[src/design/iidb_pkg.sv]
// ----------------------------------------------------------------------------
// Integer division bounds package
// Shared types, constants and helper functions for the division bounds block.
// ----------------------------------------------------------------------------
package iidb_pkg;

  localparam int unsigned DataW    = 64;
  localparam int unsigned DivSteps = DataW;

  localparam logic signed [DataW-1:0] MaxVal = {1'b0, {(DataW-1){1'b1}}};
  localparam logic signed [DataW-1:0] MinVal = {1'b1, {(DataW-1){1'b0}}};

  typedef logic [1:0] op_idx_t;
  localparam op_idx_t LastOp = 2'd3;

  // One item after classification, as held in the queue.
  typedef struct packed {
    logic signed [DataW-1:0] num_lower;
    logic signed [DataW-1:0] num_upper;
    logic signed [DataW-1:0] den_lower;
    logic signed [DataW-1:0] den_upper;
    logic                    lower_use;
    logic                    upper_use;
    logic signed [DataW-1:0] seed_lo;
    logic signed [DataW-1:0] seed_hi;
    logic                    widen;
    logic                    invalid;
  } entry_t;

  // One division in flight through the divider pipeline.
  typedef struct packed {
    logic                    valid;
    logic [DataW-1:0]        quo;
    logic [DataW-1:0]        rem;
    logic [DataW-1:0]        dvs;
    logic                    neg;
    logic                    use_q;
    logic                    first;
    logic                    last;
    logic signed [DataW-1:0] seed_lo;
    logic signed [DataW-1:0] seed_hi;
    logic                    widen;
    logic                    invalid;
  } stage_t;

  function automatic logic signed [DataW-1:0] sat_neg(input logic signed [DataW-1:0] x);
    sat_neg = (x == MinVal) ? MaxVal : -x;
  endfunction

  function automatic logic signed [DataW-1:0] smin(input logic signed [DataW-1:0] a,
                                                   input logic signed [DataW-1:0] b);
    smin = (a < b) ? a : b;
  endfunction

  function automatic logic signed [DataW-1:0] smax(input logic signed [DataW-1:0] a,
                                                   input logic signed [DataW-1:0] b);
    smax = (a > b) ? a : b;
  endfunction

  // One restoring division step: shift in the next dividend bit, subtract if it fits.
  function automatic stage_t div_step(input stage_t s);
    stage_t         o;
    logic [DataW:0] t;
    logic [DataW:0] diff;
    logic           ge;
    o    = s;
    t    = {s.rem, s.quo[DataW-1]};
    diff = t - {1'b0, s.dvs};
    ge   = (t >= {1'b0, s.dvs});
    o.rem = ge ? diff[DataW-1:0] : t[DataW-1:0];
    o.quo = {s.quo[DataW-2:0], ge};
    div_step = o;
  endfunction

endpackage

[src/design/iidb_queue.sv]
// ----------------------------------------------------------------------------
// Division bounds queue
// Two-entry queue between the front end and the divider back end.
// ----------------------------------------------------------------------------
module iidb_queue (
  input  logic             clk,
  input  logic             rst_n,
  input  logic             push,
  input  iidb_pkg::entry_t push_data,
  output logic             push_ready,
  input  logic             pop,
  output logic             head_valid,
  output iidb_pkg::entry_t head_data
);
  import iidb_pkg::*;

  entry_t     mem_r [2];
  logic       wr_ptr_r;
  logic       wr_ptr_nxt;
  logic       rd_ptr_r;
  logic       rd_ptr_nxt;
  logic [1:0] count_r;
  logic [1:0] count_nxt;

  assign push_ready = (count_r != 2'd2);
  assign head_valid = (count_r != 2'd0);
  assign head_data  = mem_r[rd_ptr_r];

  always_comb begin
    wr_ptr_nxt = wr_ptr_r ^ push;
    rd_ptr_nxt = rd_ptr_r ^ pop;
    count_nxt  = count_r + {1'b0, push} - {1'b0, pop};
  end

  always_ff @(posedge clk) begin
    if (push) begin
      mem_r[wr_ptr_r] <= push_data;
    end
  end

  always_ff @(posedge clk) begin
    if (!rst_n) begin
      wr_ptr_r <= 1'b0;
      rd_ptr_r <= 1'b0;
      count_r  <= 2'd0;
    end else begin
      wr_ptr_r <= wr_ptr_nxt;
      rd_ptr_r <= rd_ptr_nxt;
      count_r  <= count_nxt;
    end
  end

endmodule

[config.mk]
export PLATFORM = sky130hd
export DESIGN_NAME = iidb_queue
export DESIGN_NICKNAME = d
export VERILOG_FILES = /design/src/design/iidb_pkg.sv /design/src/design/iidb_queue.sv
export SDC_FILE = /design/constraint.sdc
export NUM_CORES = 1
export LEC_CHECK = 0
export BUFFER_PORTS_ARGS = -buffer_cell sky130_fd_sc_hd__buf_2
export CORE_AREA = 10 10 300 302
export DETAILED_ROUTE_END_ITERATION = 16
export DIE_AREA = 0 0 310 312
export HOLD_SLACK_MARGIN = 0.12
export PLACE_DENSITY = 0.65
export SLEW_MARGIN = 20
export SYNTH_ARGS = -nofsm -noshare
export SYNTH_HDL_FRONTEND = slang
export SYNTH_SLANG_ARGS = --single-unit
[constraint.sdc]
create_clock -name clk -period 36.8 [get_ports clk]
set_clock_uncertainty 0.05 [all_clocks]
set_input_delay 9.2 -clock clk [delete_from_list [all_inputs] [get_ports clk]]
set_output_delay 9.2 -clock clk [all_outputs]
set_load 0.01 [all_outputs]
==> results.toml <==
[grt]
grt_antenna_before_repair = 25
grt_first_pass_wirelength_mm = 104
grt_overflow_total = 0
grt_pass1_vias = 15700
grt_usage = 0.143
grt_max_degree = 106

[clocking]
clock-root-buffer = "clkbuf_16"
ctsHoldBuffers = 0
cts_buffer_depth = 3
postCtsSetupBuffers = 0
insertion_delay_ps = 600
cts_tree = "yes"
cts_htree_levels = 3
clock-sinks = 781
clk_pin_slew_ps = 60
numCtsBuffers = 81
cts_resized = 0

[floorplanning]
start_util = 0.350
die_h_um = 312
ioPinCount = 782
dieArea_um2 = 96700
core-area_um2 = 84300
rows = 107
fp.dieW_um = 310

[timing]
clock.fmax_mhz = 69.7
maxSlewHeadroom = 0.289
whs_ps = 523
finalHoldViolations = 0
finalSetupTns_ps = 0
rsz0062_at_grt = "false"
finalCritPeriodShare = 0.390
timing_worst_slew_pin_value_ps = 1070
slew_viol_final = 0
setup_viol = 0
fin_crit_ps = 14340

[drt]
wl_per_cell_um = 22.5
via_per_inst = 4.53
drt_iter0_drc = 910
wl_mm = 72.6
firstDrtPassIters = 6
ant_nets = 0
vias = 14600
drc_errors = 0

[setup_path]
arrival_ps = 5090
crit_path_end_kind = "primary output"
critPathKind = "flop to primary output"
worst_ep_required_time_ps = 27550
crit_path_max_fanout = 68
cp-start-kind = "flop"

[synth]
synth_top_cell_by_area = "edfxtp_1"
synth.yosys.seq_area_share = 0.793
ys.warnings.count = 0
ys_types = 15
syn_area_per_cell_um2 = 24.0
ys_ff_latch = 781
synth_cells = 1228
yosysTopAreaCellShare = 0.789
synth_area_leaders = "edfxtp_1, mux2_4, mux2_2"
synth_nets = 1624
synth_area_um2 = 29500

[placed_design]
io_buffers = 781
place.gp.congestion = 0.788
hpwl_mm = 53.0

[run_status]
status = "complete, no violations"

[power]
power.leakage_nw = 14.4
p_total_mw = 2.13
ir_worst_vdd_mv = 0.0536
power_density_nw_per_um2 = 57.3

[flow_run]
drv_cap = 0

[cells_and_area]
area_growth_pct = 26.1
drive_gt1_frac = 0.611
fillers = 7328
nets = 2460

[worst_hold_path]
hp-class = "flop to flop"
-- final timing paths --
path             from        endpoint  slack (ps)  cells after the start
min          rd_ptr_r            flop         520                      2
min reg2reg  rd_ptr_r            flop         520                      2
max reg2reg  wr_ptr_r   mem_r[0][216]       32520                      5
max              flop  head_data[305]       22460                      5
-- cell usage after synthesis --
master and number:
nor2b_1 2, inv_1 3, and2_1 3, edfxtp_1 776, dfxtp_1 5, nand2_1 1, or2_2 1, buf_2 6
ha_1 4, buf_6 25, xor2_1 1, mux2_4 301, xnor3_1 1, mux2_2 87, buf_8 12
-- through the flow --
| stage | util | instances | worst slack, ps | cell area [um^2] |
|---|---|---|---|---|
| after floorplan | - | 1228 | 17860 | 29500 |
| after global placement | 0.409 | 3071 | 23180 | 34500 |
| after detailed placement | 0.409 | 3071 | 23050 | 34500 |
| after CTS | 0.441 | 3217 | 22370 | 37200 |
| after global routing | 0.441 | 3231 | 22100 | 37200 |
| final | 0.441 | 3232 | 22460 | 37200 |
-- power by group --
part	total [mW]	switching (mW)	leakage [nW]	internal (mW)
Clock	0.830	0.331	1.31	0.500
Sequential	1.06	0.0159	7.33	1.04
Combinational	0.248	0.128	5.81	0.119
Total	2.13	0.475	14.4	1.66
-- routing by layer --
metal	vias to the layer above	global-route usage	wire (um)
li1	6609	-	-
met1	7309	0.147	25300
met2	573	0.256	38300
met3	140	0.0554	6490
met4	16	0.0574	2440
met5	-	0	98
-- worst max-delay path, cell delays in order (launching register included) --
cell	delay [ps]
dfxtp_4	990
buf_4	920
buf_4	940
buf_4	880
mux2_4	360
buf_2	140
-- final cells by class --
type                    count  area, um^2  area share
clock inverters            45         583      0.0157
flip-flops and latches    781       23400       0.629
diodes                     15        37.5     0.00101
inverters                   3        11.3    0.000302
well taps                1090        1360      0.0366
multi-input cells         401        5650       0.152
clock buffers             101        2140      0.0576
repair buffers            796        4030       0.108
-- kinds of logic after synthesis --
family,synth area share
multiplexers,0.186
buffers and inverters,0.0170
adder cells (fa/ha/maj),0.00170
flip-flops,0.793
XOR/XNOR,0.00106
AND/OR/NAND/NOR,0.00140
-- registers in the layout, summed over array words and instances (netlist names), named ones only --
| name | cells |
|---|---|
| wr_ptr_r | 1 |
| mem_r | 776 |
| rd_ptr_r | 1 |
| count_r | 2 |
-- placed cells by master, fill, tap and decap left out, types with 3 or more instances in the layout --
cell and count:
buf_2 781, edfxtp_1 776, mux2_4 301, mux2_2 87
clkbuf_16 83, clkbuf_1 18, clkinv_1 16, diode_2 15
buf_4 14, bufinv_16 12, clkinv_2 7, dfxtp_1 4
inv_1 3, and2_1 3, clkinv_8 3, clkinvlp_4 3
No activity file was read; power rests on OpenSTA's default activity.
