[config.mk]
export PLATFORM = sky130hd
export DESIGN_NAME = iidb_front_flat
export DESIGN_NICKNAME = d
export VERILOG_FILES = /design/src/design/iidb_pkg.sv /design/src/design/iidb_if.sv /design/src/design/iidb_front.sv /design/src/flat_wrapper.sv
export SDC_FILE = /design/constraint.sdc
export NUM_CORES = 1
export LEC_CHECK = 0
export BUFFER_PORTS_ARGS = -buffer_cell sky130_fd_sc_hd__buf_2
export CORE_AREA = 2 2 253 255
export DETAILED_ROUTE_END_ITERATION = 8
export DIE_AREA = 0 0 255 257
export GPL_TIMING_DRIVEN = 0
export PLACE_DENSITY_LB_ADDON = 0.1
export SETUP_SLACK_MARGIN = 0.5
export SLEW_MARGIN = 20
export SYNTH_ARGS = -nofsm -noshare
export SYNTH_HDL_FRONTEND = slang
export SYNTH_SLANG_ARGS = --single-unit
[constraint.sdc]
create_clock -name vclk -period 22.7
set_input_delay 2.27 -clock vclk [all_inputs]
set_output_delay 2.27 -clock vclk [all_outputs]
set_load 0.03 [all_outputs]
[src/design/iidb_pkg.sv]
// ----------------------------------------------------------------------------
// Integer division bounds package
// Shared types, constants and helper functions for the division bounds block.
// ----------------------------------------------------------------------------
package iidb_pkg;

  localparam int unsigned DataW    = 64;
  localparam int unsigned DivSteps = DataW;

  localparam logic signed [DataW-1:0] MaxVal = {1'b0, {(DataW-1){1'b1}}};
  localparam logic signed [DataW-1:0] MinVal = {1'b1, {(DataW-1){1'b0}}};

  typedef logic [1:0] op_idx_t;
  localparam op_idx_t LastOp = 2'd3;

  // One item after classification, as held in the queue.
  typedef struct packed {
    logic signed [DataW-1:0] num_lower;
    logic signed [DataW-1:0] num_upper;
    logic signed [DataW-1:0] den_lower;
    logic signed [DataW-1:0] den_upper;
    logic                    lower_use;
    logic                    upper_use;
    logic signed [DataW-1:0] seed_lo;
    logic signed [DataW-1:0] seed_hi;
    logic                    widen;
    logic                    invalid;
  } entry_t;

  // One division in flight through the divider pipeline.
  typedef struct packed {
    logic                    valid;
    logic [DataW-1:0]        quo;
    logic [DataW-1:0]        rem;
    logic [DataW-1:0]        dvs;
    logic                    neg;
    logic                    use_q;
    logic                    first;
    logic                    last;
    logic signed [DataW-1:0] seed_lo;
    logic signed [DataW-1:0] seed_hi;
    logic                    widen;
    logic                    invalid;
  } stage_t;

  function automatic logic signed [DataW-1:0] sat_neg(input logic signed [DataW-1:0] x);
    sat_neg = (x == MinVal) ? MaxVal : -x;
  endfunction

  function automatic logic signed [DataW-1:0] smin(input logic signed [DataW-1:0] a,
                                                   input logic signed [DataW-1:0] b);
    smin = (a < b) ? a : b;
  endfunction

  function automatic logic signed [DataW-1:0] smax(input logic signed [DataW-1:0] a,
                                                   input logic signed [DataW-1:0] b);
    smax = (a > b) ? a : b;
  endfunction

  // One restoring division step: shift in the next dividend bit, subtract if it fits.
  function automatic stage_t div_step(input stage_t s);
    stage_t         o;
    logic [DataW:0] t;
    logic [DataW:0] diff;
    logic           ge;
    o    = s;
    t    = {s.rem, s.quo[DataW-1]};
    diff = t - {1'b0, s.dvs};
    ge   = (t >= {1'b0, s.dvs});
    o.rem = ge ? diff[DataW-1:0] : t[DataW-1:0];
    o.quo = {s.quo[DataW-2:0], ge};
    div_step = o;
  endfunction

endpackage

[src/design/iidb_if.sv]
// ----------------------------------------------------------------------------
// Division bounds channels
// Valid/ready channels for operand items and result items.
// ----------------------------------------------------------------------------
interface iidb_in_if;
  logic               valid;
  logic               ready;
  logic signed [63:0] num_lower;
  logic signed [63:0] num_upper;
  logic signed [63:0] den_lower;
  logic signed [63:0] den_upper;
  logic               widen_request;

  modport source (output valid, num_lower, num_upper, den_lower, den_upper, widen_request,
                  input ready);
  modport sink (input valid, num_lower, num_upper, den_lower, den_upper, widen_request,
                output ready);
endinterface


[src/design/iidb_front.sv]
// ----------------------------------------------------------------------------
// Division bounds front end
// Accepts operand items, picks the candidate divisors and folds the unit
// divisors into a starting bound pair.
// ----------------------------------------------------------------------------
module iidb_front (
  iidb_in_if.sink         in_ch,
  input  logic            q_ready,
  output logic            q_push,
  output iidb_pkg::entry_t q_data
);
  import iidb_pkg::*;

  logic pos_one;
  logic neg_one;
  logic signed [DataW-1:0] lo_a;
  logic signed [DataW-1:0] hi_a;

  assign in_ch.ready = q_ready;
  assign q_push      = in_ch.valid && q_ready;

  always_comb begin
    pos_one = (in_ch.den_lower <= 0) && (in_ch.den_upper > 0);
    neg_one = (in_ch.den_lower < 0) && (in_ch.den_upper >= 0);
    lo_a = pos_one ? smin(in_ch.num_lower, in_ch.num_upper) : MaxVal;
    hi_a = pos_one ? smax(in_ch.num_lower, in_ch.num_upper) : MinVal;
    q_data.num_lower = in_ch.num_lower;
    q_data.num_upper = in_ch.num_upper;
    q_data.den_lower = in_ch.den_lower;
    q_data.den_upper = in_ch.den_upper;
    q_data.lower_use = (in_ch.den_lower != 0);
    q_data.upper_use = (in_ch.den_upper != 0);
    q_data.seed_lo = neg_one ?
        smin(lo_a, smin(sat_neg(in_ch.num_lower), sat_neg(in_ch.num_upper))) : lo_a;
    q_data.seed_hi = neg_one ?
        smax(hi_a, smax(sat_neg(in_ch.num_lower), sat_neg(in_ch.num_upper))) : hi_a;
    q_data.widen   = in_ch.widen_request;
    q_data.invalid = (in_ch.den_lower == 0) && (in_ch.den_upper == 0);
  end

endmodule

[src/flat_wrapper.sv]
// flat-port wrapper written by rule: the top's interface ports become plain ports
module iidb_front_flat import iidb_pkg::*;
  (q_ready, q_push, q_data, in_ch_valid, in_ch_num_lower, in_ch_num_upper, in_ch_den_lower, in_ch_den_upper, in_ch_widen_request, in_ch_ready);
  iidb_in_if in_ch_i ();
  input  logic q_ready;
  output logic q_push;
  output iidb_pkg::entry_t q_data;
  input wire logic [$bits(in_ch_i.valid)-1:0] in_ch_valid;
  input wire logic [$bits(in_ch_i.num_lower)-1:0] in_ch_num_lower;
  input wire logic [$bits(in_ch_i.num_upper)-1:0] in_ch_num_upper;
  input wire logic [$bits(in_ch_i.den_lower)-1:0] in_ch_den_lower;
  input wire logic [$bits(in_ch_i.den_upper)-1:0] in_ch_den_upper;
  input wire logic [$bits(in_ch_i.widen_request)-1:0] in_ch_widen_request;
  output wire logic [$bits(in_ch_i.ready)-1:0] in_ch_ready;
  assign in_ch_i.valid = in_ch_valid;
  assign in_ch_i.num_lower = in_ch_num_lower;
  assign in_ch_i.num_upper = in_ch_num_upper;
  assign in_ch_i.den_lower = in_ch_den_lower;
  assign in_ch_i.den_upper = in_ch_den_upper;
  assign in_ch_i.widen_request = in_ch_widen_request;
  assign in_ch_ready = in_ch_i.ready;
  iidb_front u_core (.in_ch(in_ch_i), .q_ready(q_ready), .q_push(q_push), .q_data(q_data));
endmodule
==> results of run 1 <==
## final cells by class
type | count | area [um^2]
Inverter | 269 | 1010
Timing Repair Buffer | 647 | 3250
Buffer | 360 | 2570
Multi-Input combinational cell | 1831 | 13600
Fill cell | 7018 | 41200
Antenna cell | 3 | 7.51
Tap cell | 846 | 1060
## routing by layer
metal | up-vias | GRT usage | part of all wire
met4 | 14 | 0.102 | 0.041
met1 | 9548 | 0.328 | 0.40
met3 | 120 | 0.0250 | 0.049
met5 | - | 0 | 0.00093
met2 | 678 | 0.523 | 0.51
li1 | 9661 | - | -
## Yosys cell counts, types with 4 or more instances
cell / count
nor2b_1: 13
nand2b_1: 9
mux2_2: 18
or3_1: 14
nor2_2: 4
inv_1: 268
or4_1: 21
a21boi_0: 30
a211oi_1: 8
or2_2: 11
clkbuf_1: 49
nand4_1: 63
o21ai_0: 74
xnor2_1: 70
nor4_1: 70
xor2_1: 32
mux2i_1: 127
buf_2: 18
and4_1: 5
a21oi_1: 101
nor3_1: 45
buf_12: 6
mux2_4: 59
o41ai_1: 4
and3_1: 7
nand3b_1: 59
and2_1: 34
nand2_1: 290
o211ai_1: 39
nor2_1: 130
mux2_1: 29
nand3_1: 103
ha_1: 257
o31ai_1: 7
a221oi_1: 9
buf_1: 8
buf_4: 265
o21bai_1: 5
a21o_1: 28
buf_6: 14
## critical path, delay by kind of cell
family,cells,cell delay (ns)
AOI/OAI and AO/OA,5,1.16
and+or+nand+nor,17,6.25
adders and majority gates,3,0.82
buffers and inverters,9,3.34
muxes,1,0.48
## through the flow
| stage | instance area [um^2] | power [uW] | hold slack [ns] | util | instances |
|---|---|---|---|---|---|
| 5_1_grt | 21500 | 795 | 4.80 | 0.343 | 3956 |
| 4_1_cts | 21500 | 740 | 4.79 | 0.343 | 3953 |
| 6_report | 21500 | 741 | 4.79 | 0.343 | 3956 |
| 3_3_place_gp | 21500 | 730 | 4.79 | 0.342 | 3951 |
| 2_1_floorplan | 17200 | 480 | 4.67 | - | 2460 |
| 3_5_place_dp | 21500 | 735 | 4.79 | 0.343 | 3953 |
## worst paths after layout
check / start / endpoint / slack [ns] / cells past startpoint
worst max-delay path: in_ch_num_lower[0] / q_data[87] / 6.04 / 35
worst min-delay path: in_ch_widen_request / q_data[1] / 4.79 / 2
## power by group
group	switching (uW)	internal [uW]
clock	0	0.0000179
combinational	476	265
sequential	0	0
## cell families (layout without fill, tap and decap cells)
kind of cell / count (synthesis) / in the layout / share of synthesized area
AOI/OAI and AO/OA: 338 / 338 / 0.126
xor gates and xnor gates: 102 / 102 / 0.0520
adders and majority gates: 257 / 257 / 0.187
buffers and inverters: 629 / 1276 / 0.209
muxes: 233 / 233 / 0.156
other: 0 / 3 / 0
and+or+nand+nor: 901 / 901 / 0.270
==> results_dict.tcl, run 1 <==
set metrics [dict create \
    syn_nets 2976 \
    hold_viol 0 \
    seqCellArea_um2 0 \
    avgViaCountPerCell 5.06 \
    drcViolationCount 0 \
    die_h_um 257 \
    preCtsSetupSlack_ns 6.17 \
    synth_top_area_frac 0.187 \
    crit_required_ns 20.43 \
    clockBufferCount 0 \
    rows 92 \
    final_max_slew_viol_count 0 \
    hold_path.class "in -> out" \
    p_leak_uw 0.0116 \
    worst_pin_slew_ns 1.14 \
    timing.fmax_ghz 0.0600 \
    critPathMaxStageDelay_ns 0.72 \
    syn_inst 2460 \
    cap_violations 0 \
    yosys-top-cells-area "ha_1 19%, buf_4 12%, mux2i_1 7.4%" \
    antenna_found_initial 14 \
    start_kind "input port" \
    ant_nets 0 \
    dpl.hpwl_um 82500 \
    critical_path.max_fanout 10 \
    setup_viol 0 \
    syn_to_final_growth_pct 25.3 \
    drt_iter0_drc 1392 \
    grt_pass1_vias 19970 \
    gp_congestion 0.932 \
    setup_ws_ns 6.04 \
    rsz0062_at_grt "no" \
    wirelength_um 96300 \
    io_pins 649 \
    postCtsSetupBuffers 0 \
    start_util 0.274 \
    io_buffers 645 \
    synth_top_cell_by_area "ha_1" \
    seq_cell_count 0 \
    path_class "in -> out" \
    postSynthAreaPerCell_um2 6.98 \
    synth_area_um2 17200 \
    status "finished, final reports clean" \
    drive_gt1_frac 0.342 \
    grt_usage 0.280 \
    power_density_nw_per_um2 34.4 \
    ir_drop_mv 0.0162 \
    core-area_um2 62700 \
    grt_overflow 0 \
    routedWlPerCell_um 24.3 \
    grt_pass1_wl_um 136000 \
    ys_types 79 \
    endpoint_kind "output port" \
    vias 20021 \
    layout_commonest_cell "buf_2" \
    fin_crit_sh 0.734 \
    seq_area_frac_synth 0 \
    die_area_um2 65500 \
    grt_max_degree 11 \
    nets 3625 \
    slew_headroom 0.236 \
    ys_warn_count 0 \
    cts_resized 0 \
    finalSetupTns_ns 0 \
    crit_path_top_delay_cell "nor4_1" \
    dieWidth_um 255 \
    cts_hold_buffers 0 \
    cp.arrival_ns 14.39 \
    dr.pass1.iters 5 \
    mostFrequentLayoutCells "664 x buf_2, 290 x nand2_1, 268 x inv_1" \
    period_minus_slack_ns 16.66 \
]
Note: power is estimated with default switching activity, not from simulation.
==> inputs of run 2 (changes only) <==
- clock period: 22.7 -> 16.13 ns (I/O delays scaled with it)
==> run 2 against run 1 <==
Against the previous run: count of clock-buffer cells in the layout is the same; sequential share of layout area is the same; die area is the same; critical path depth grew 4; power grew 41%; worst setup slack lost 5.1 ns; utilization is essentially flat; via count grew 0.15%; first-iteration DRC count grew 0.36%; global-route usage is the same; non-clock buffer count is the same.
==> results_dict.tcl, run 2 (synthesis results as in run 1) <==
set metrics [dict create \
    worst_pin_slew_ns 1.13 \
    ir_drop_mv 0.0228 \
    cp.arrival_ns 13.58 \
    timing.fmax_ghz 0.0658 \
    critPathMaxStageDelay_ns 0.72 \
    grt_pass1_vias 19970 \
    antenna_found_initial 14 \
    worstHoldStart "in_ch_widen_request" \
    intPower_uw 373 \
    fin_crit_sh 0.942 \
    setup_viol 0 \
    min_to "q_data[1]" \
    endpoint_kind "output port" \
    critical_path.max_fanout 10 \
    grt_pass1_wl_um 136000 \
    dpl.hpwl_um 82500 \
    dr.pass1.iters 5 \
    dieWidth_um 255 \
    die_h_um 257 \
    start_util 0.274 \
    power_density_nw_per_um2 48.5 \
    hold_viol 0 \
    grt_usage 0.280 \
    rsz0062_at_grt "no" \
    vias 20051 \
    power_frac_seq 0 \
    drt_iter0_drc 1397 \
    seqCellArea_um2 0 \
    ant_nets 0 \
    start_kind "input port" \
    die_area_um2 65500 \
    io_buffers 645 \
    avgViaCountPerCell 5.07 \
    rows 92 \
    finalSetupTns_ns 0 \
    wirelength_um 96300 \
    slew_headroom 0.241 \
    drive_gt1_frac 0.342 \
    hold_path_depth 2 \
    hold_path.class "in -> out" \
    io_pins 649 \
    cap_violations 0 \
    whs_ns 3.48 \
    mostFrequentLayoutCells "664 x buf_2, 290 x nand2_1, 268 x inv_1" \
    grt_overflow 0 \
    gp_congestion 0.932 \
    pwr-share-clk 0 \
    switchingPower_uw 670 \
    syn_to_final_growth_pct 25.3 \
    sw_frac_of_total 0.642 \
    p_leak_uw 0.0116 \
    routedWlPerCell_um 24.3 \
    final_max_slew_viol_count 0 \
    status "finished, final reports clean" \
    path_class "in -> out" \
    drcViolationCount 0 \
    cts_hold_buffers 0 \
    combPwrFrac 1.000 \
    period_minus_slack_ns 15.19 \
    nets 3625 \
    core-area_um2 62700 \
    layout_commonest_cell "buf_2" \
    crit_path_top_delay_cell "nor4_1" \
    grt_max_degree 11 \
    seq_cell_count 0 \
    crit_required_ns 14.52 \
    clockBufferCount 0 \
]
## run 2: through the flow
step | worst slack, ns | utilization | power, uW | instance area, um^2 | instances
finish | 0.938 | 0.343 | 1040 | 21500 | 3956
floorplan | 5.00 | - | 676 | 17200 | 2460
detailed placement | 0.913 | 0.343 | 1030 | 21500 | 3953
CTS | 0.880 | 0.343 | 1040 | 21500 | 3953
global placement | 0.711 | 0.342 | 1030 | 21500 | 3951
global route | 0.579 | 0.343 | 1120 | 21500 | 3956
## run 2: per-layer routing
layer | global-route usage | wire length, um | up-vias
met3 | 0.0250 | 4580 | 120
li1 | - | - | 9660
met4 | 0.102 | 3920 | 14
met5 | 0 | 90 | -
met1 | 0.328 | 38800 | 9574
met2 | 0.523 | 48900 | 683
## run 2: repair_timing
item,in CTS,in global routing
gates resized for setup,0,1
setup endpoints to repair,0,10
hold endpoints to repair,0,0
setup buffers,0,0
## run 2: worst max-delay path by stage
stage,start,to,slack [ns],depth (start not counted)
final,in_ch_num_lower[0],q_data[65],0.94,39
after global placement,in_ch_num_lower[7],q_data[102],0.71,33
after global routing,in_ch_num_lower[0],q_data[102],0.58,38
after CTS,in_ch_num_lower[0],q_data[98],0.88,35
after detailed placement,in_ch_num_lower[0],q_data[98],0.91,35
after floorplan,in_ch_num_lower[0],q_data[65],5.00,37
## run 2: final cells by class
class | instances | area [um^2]
inverters | 269 | 1010
fillers | 7018 | 41200
repair buffers | 647 | 3250
well taps | 846 | 1060
multi-input cells | 1831 | 13600
diodes | 3 | 7.51
plain buffers | 360 | 2570
## run 2: worst max-delay path: cells and delay by family
family / cells / cell delay, ns
buffers and inverters: 10 / 2.40
adders and majority gates: 3 / 0.94
muxes: 2 / 0.53
and+or+nand+nor: 17 / 6.19
AOI/OAI and AO/OA: 7 / 1.83
## run 2: power groups by stage
stage	sequential [uW]	clock, uW	combinational (uW)
floorplan	0	0	676
global placement	0	0	1030
detailed placement	0	0	1030
CTS	0	0	1040
global route	0	0.0000250	1120
finish	0	0.0000252	1040
